===== src/rtl/core/frgs_pkg.sv =====
// ----------------------------------------------------------------------------
// frgs_pkg
// Shared types and constants for the free range gap subtractor.
// ----------------------------------------------------------------------------
package frgs_pkg;

   localparam int MAX_RANGES_DEF = 64;

   typedef enum logic [1:0] {
      CMD_RESTORE  = 2'd0,
      CMD_SUBTRACT = 2'd1,
      CMD_READ     = 2'd2,
      CMD_NONE     = 2'd3
   } cmd_type;

   typedef enum logic [0:0] {
      CSR_WINDOW_LOW  = 1'b0,
      CSR_WINDOW_HIGH = 1'b1
   } csr_idx_type;

   typedef enum logic [2:0] {
      ST_IDLE,
      ST_READ,
      ST_SCAN,
      ST_UP,
      ST_SPLIT2,
      ST_COPY,
      ST_DONE
   } state_type;

   typedef struct packed {
      logic [31:0] low;
      logic [31:0] high;
   } entry_type;

endpackage


===== src/rtl/core/frgs_table.sv =====
// ----------------------------------------------------------------------------
// frgs_table
// Range table storage: one write port, one read port, registered read data.
// ----------------------------------------------------------------------------
module frgs_table
   import frgs_pkg::*;
#(
   parameter int MAX_RANGES = MAX_RANGES_DEF,
   localparam int AW = $clog2(MAX_RANGES)
) (
   input  logic          clock,
   input  logic          wr_en,
   input  logic [AW-1:0] wr_addr,
   input  entry_type     wr_data,
   input  logic          rd_en,
   input  logic [AW-1:0] rd_addr,
   output entry_type     rd_data
);

   entry_type mem [MAX_RANGES];
   entry_type rd_data_ff;

   always_ff @(posedge clock) begin
      if (wr_en) begin
         mem[wr_addr] <= wr_data;
      end
      if (rd_en) begin
         rd_data_ff <= mem[rd_addr];
      end
   end

   assign rd_data = rd_data_ff;

endmodule


===== config.mk =====
export PLATFORM = sky130hd
export DESIGN_NAME = frgs_table
export DESIGN_NICKNAME = d
export VERILOG_FILES = /design/src/rtl/core/frgs_pkg.sv /design/src/rtl/core/frgs_table.sv
export SDC_FILE = /design/constraint.sdc
export NUM_CORES = 2
export LEC_CHECK = 0
export BUFFER_PORTS_ARGS = -buffer_cell sky130_fd_sc_hd__buf_2
export CORE_ASPECT_RATIO = 0.8
export CORE_MARGIN = 1
export CORE_UTILIZATION = 30
export DETAILED_ROUTE_END_ITERATION = 6
export PLACE_DENSITY_LB_ADDON = 0.3
export SLEW_MARGIN = 25
export SYNTH_ARGS = -nofsm -noshare
export SYNTH_HDL_FRONTEND = slang
export SYNTH_SLANG_ARGS = --single-unit

===== constraint.sdc =====
create_clock -name clock -period 14.3 [get_ports clock]
set_input_delay 1.43 -clock clock [delete_from_list [all_inputs] [get_ports clock]]
set_output_delay 1.43 -clock clock [all_outputs]
set_load 0.1 [all_outputs]

==> flow_summary_export.csv <==
group,metric,value,unit
floorplanning,io_pins,143,
floorplanning,die_w,811,um
worst_hold_path,worstHoldPathCells,1,
setup_path,path_class,"primary input to flop",
synthesis,async_flop_share,0,%
synthesis,ys_ff_latch,4160,
grt,grt_max_degree,105,
clocking,ctsHoldBuffers,0,
cells_and_area,fin_nets,7084,
placement,dp_hpwl,261000,um
synthesis,ys_types,32,
drt,avgViaCountPerCell,5.30,
sta,max_freq,196,MHz
sta,relSlewSlack,25.2,%
synthesis,synth_top_area_share,79.6,%
setup_path,critPathCaptureType,"flop",
setup_path,reg2reg_to,"rd_data[3]",
outcome,status,"finished clean",
cells_and_area,final.fill_count,47779,
worst_hold_path,hp-class,"primary input to flop",
setup_path,regToRegStartpoint,"mem[53][3]",
synthesis,synthesis.nets,6677,
sta,hold_violations,0,
flow_run,maxCapViolCount,0,
setup_path,worstPathArrival,5.80,ns
grt,track_usage,17.5,%
clocking,tritoncts,"yes",
clocking,numCtsBuffers,404,
clocking,cts_setup_buffers,0,
sta,finClkSkew,0.0565,ns
worst_hold_path,hp-start,"wr_data[52]",
synthesis,synth_edf_count,4160,
worst_hold_path,hold_end,"mem[22][52]",
sta,setup-tns-final,0,ns
setup_path,cp.required,14.99,ns
setup_path,r2r_slack,11.94,ns
sta,drv_slew,0,
sta,rsz0062_at_grt,"no",
synthesis,yosys.cell_count.top_type,"edfxtp_1",
drt,finalWirelength,471000,um
clocking,clock_latency,1.01,ns
synthesis,yosysWarnings,0,
floorplanning,dieArea,0.526,mm^2
setup_path,cp_max_fo,58,
clocking,clock_sinks,4160,
cells_and_area,area_growth,14.9,%
clocking,clkTransAtPathRegs,0.06,ns
floorplanning,placementRows,237,
synthesis,syn_inst,6598,
drt,avgRoutedWirePerCell,33.0,um
grt,antenna_found_initial,53,
synthesis,synthFlopType,"edfxtp_1",
clocking,cts_max_level,5,
cells_and_area,drive_gt1_share,28.0,%
synthesis,yosys.area.top_type,"edfxtp_1",
synthesis,ys_seq_area_share,79.6,%
placement,io_buffer_count,142,
synthesis,yosys-top-cells-area,"edfxtp_1 (80%), mux4_2 (15%), mux2i_1 (0.86%)",
power_and_ir_drop,leakagePower,54.9,nW
placement,place_congestion,0.754,
sta,tightest_slew,1.12,ns
clocking,cts_buffer_depth,4,
floorplanning,initial_core_util,30.1,%
sta,period_share,35.7,%
power_and_ir_drop,ir_drop,0.112,mV
setup_path,r2r_cells,5,
clocking,cts-root-buf,"clkbuf_16",
sta,hold_slack,0.839,ns
grt,grt_pass1_wl,645000,um
sta,period_minus_slack,5.11,ns
drt,drtAntennaViolNets,0,
floorplanning,die_h,649,um
synthesis,syn_area_per_cell,23.8,um^2
grt,grt_pass1_vias,76354,
drt,drc,0,
power_and_ir_drop,powerDensity,141,mW/mm^2
setup_path,worst_setup_path_start_kind,"primary input",
drt,drt_iter0_drc,10189,
sta,finalSetupViolCount,0,
synthesis,synthTopCellsByCount,"edfxtp_1 (4160), mux4_2 (1024), buf_2 (170), a22oi_1 (168), clkbuf_1 (140)",
drt,vias,75742,
floorplanning,core-area,0.521,mm^2
clocking,cts_resized,0,
grt,overflow,0,
drt,dr.pass1.iters,7,
synthesis,netlist_area,0.157,mm^2
## worst max-delay path by stage
stage                from          end  slack, ns  depth (start not counted)
2_1_floorplan  wr_addr[3]   mem[48][0]       7.43                          4
3_3_place_gp   rd_addr[0]  rd_data[25]       7.82                          9
3_5_place_dp   rd_addr[0]  rd_data[22]       7.74                          9
4_1_cts        rd_addr[0]  rd_data[22]       8.87                          9
5_1_grt        rd_addr[0]  rd_data[22]       8.79                          9
6_report       rd_addr[0]  rd_data[22]       9.19                          9
## placed cells by master (no fill, tap or decap), types with 5 or more instances in the layout
| cell | netlist | layout |
|---|---|---|
| mux2i_1 | 135 | 135 |
| a31oi_1 | 18 | 18 |
| clkbuf_16 | 0 | 406 |
| diode_2 | 0 | 21 |
| nand3_1 | 45 | 45 |
| a22o_1 | 88 | 88 |
| clkinvlp_4 | 0 | 14 |
| nor2_1 | 112 | 47 |
| nand2_1 | 58 | 55 |
| nor2b_1 | 28 | 24 |
| edfxtp_1 | 4160 | 4160 |
| and3_1 | 64 | 64 |
| nor2_4 | 0 | 65 |
| buf_2 | 170 | 92 |
| mux4_2 | 1024 | 1024 |
| o22ai_1 | 83 | 83 |
| or2_2 | 28 | 28 |
| buf_12 | 0 | 12 |
| nand2b_1 | 11 | 9 |
| buf_16 | 0 | 9 |
| inv_1 | 19 | 19 |
| a41oi_1 | 26 | 26 |
| o221ai_1 | 38 | 38 |
| inv_16 | 0 | 6 |
| clkbuf_1 | 140 | 86 |
| a211oi_1 | 63 | 63 |
| a22oi_1 | 168 | 168 |
| clkinv_16 | 0 | 14 |
| inv_6 | 0 | 5 |
| clkinv_1 | 0 | 99 |
| a2bb2oi_1 | 19 | 19 |
| clkinv_2 | 0 | 70 |
| bufinv_16 | 0 | 35 |
| buf_4 | 34 | 254 |
| or3_1 | 29 | 29 |
## state kept, by name, indices dropped and copies added (netlist names)
| signal | count |
|---|---|
| rd_data | 64 |
| mem | 4096 |
## metrics by stage
stage	cells	utilization (%)	power, W	area, um^2	setup WS [ns]
6_report	14292	34.6	0.0255	180000	9.19
5_1_grt	14280	34.6	0.0262	180000	8.79
4_1_cts	14266	34.6	0.0257	180000	8.87
3_5_place_dp	13525	32.1	0.0151	167000	7.74
2_1_floorplan	6598	-	0.0146	157000	7.43
3_3_place_gp	13518	32.0	0.0151	167000	7.82
## power breakdown
group / total, W / switching (W) / internal (W) / leakage, nW
clock network: 0.0106 / 0.00473 / 0.00589 / 6.31
logic: 0.00128 / 0.000864 / 0.000411 / 11.1
registers: 0.0136 / 0.0000492 / 0.0135 / 37.5
## worst max-delay path, stage by stage
cell and delay (ns):
buf_12 0.38, buf_4 0.75, buf_4 0.84, buf_4 0.76
mux4_2 0.59, mux2i_1 0.15, nand2_1 0.08, a31oi_1 0.46
a211oi_1 0.10
## layer usage
layer  up-vias  track usage (%)  share of wire [%]  wire length [um]
li1      29411                -                  -                 -
met1     42373             25.6                 44            205000
met2      3303             27.2                 46            216000
met3       635             3.07                8.2             38600
met4        20             3.89                2.3             10900
met5         -                0              0.028               134
## logic make-up after synthesis
group	share of synthesized area [%]
compound gates	2.47
buf+inv	1.18
flops	79.6
mux	15.6
simple gates	1.23
## layout make-up
class / count / area (um^2) / share of cell area, %
multi-input cells: 2049 / 30800 / 17.1
clock buffers: 492 / 10500 / 5.81
well taps: 6931 / 8670 / 4.81
clock inverters: 249 / 2540 / 1.41
diodes: 21 / 52.6 / 0.0291
repair buffers: 371 / 2910 / 1.61
flip-flops and latches: 4160 / 125000 / 69.2
inverters: 19 / 71.3 / 0.0395
Power figures use the tool's default switching activity.
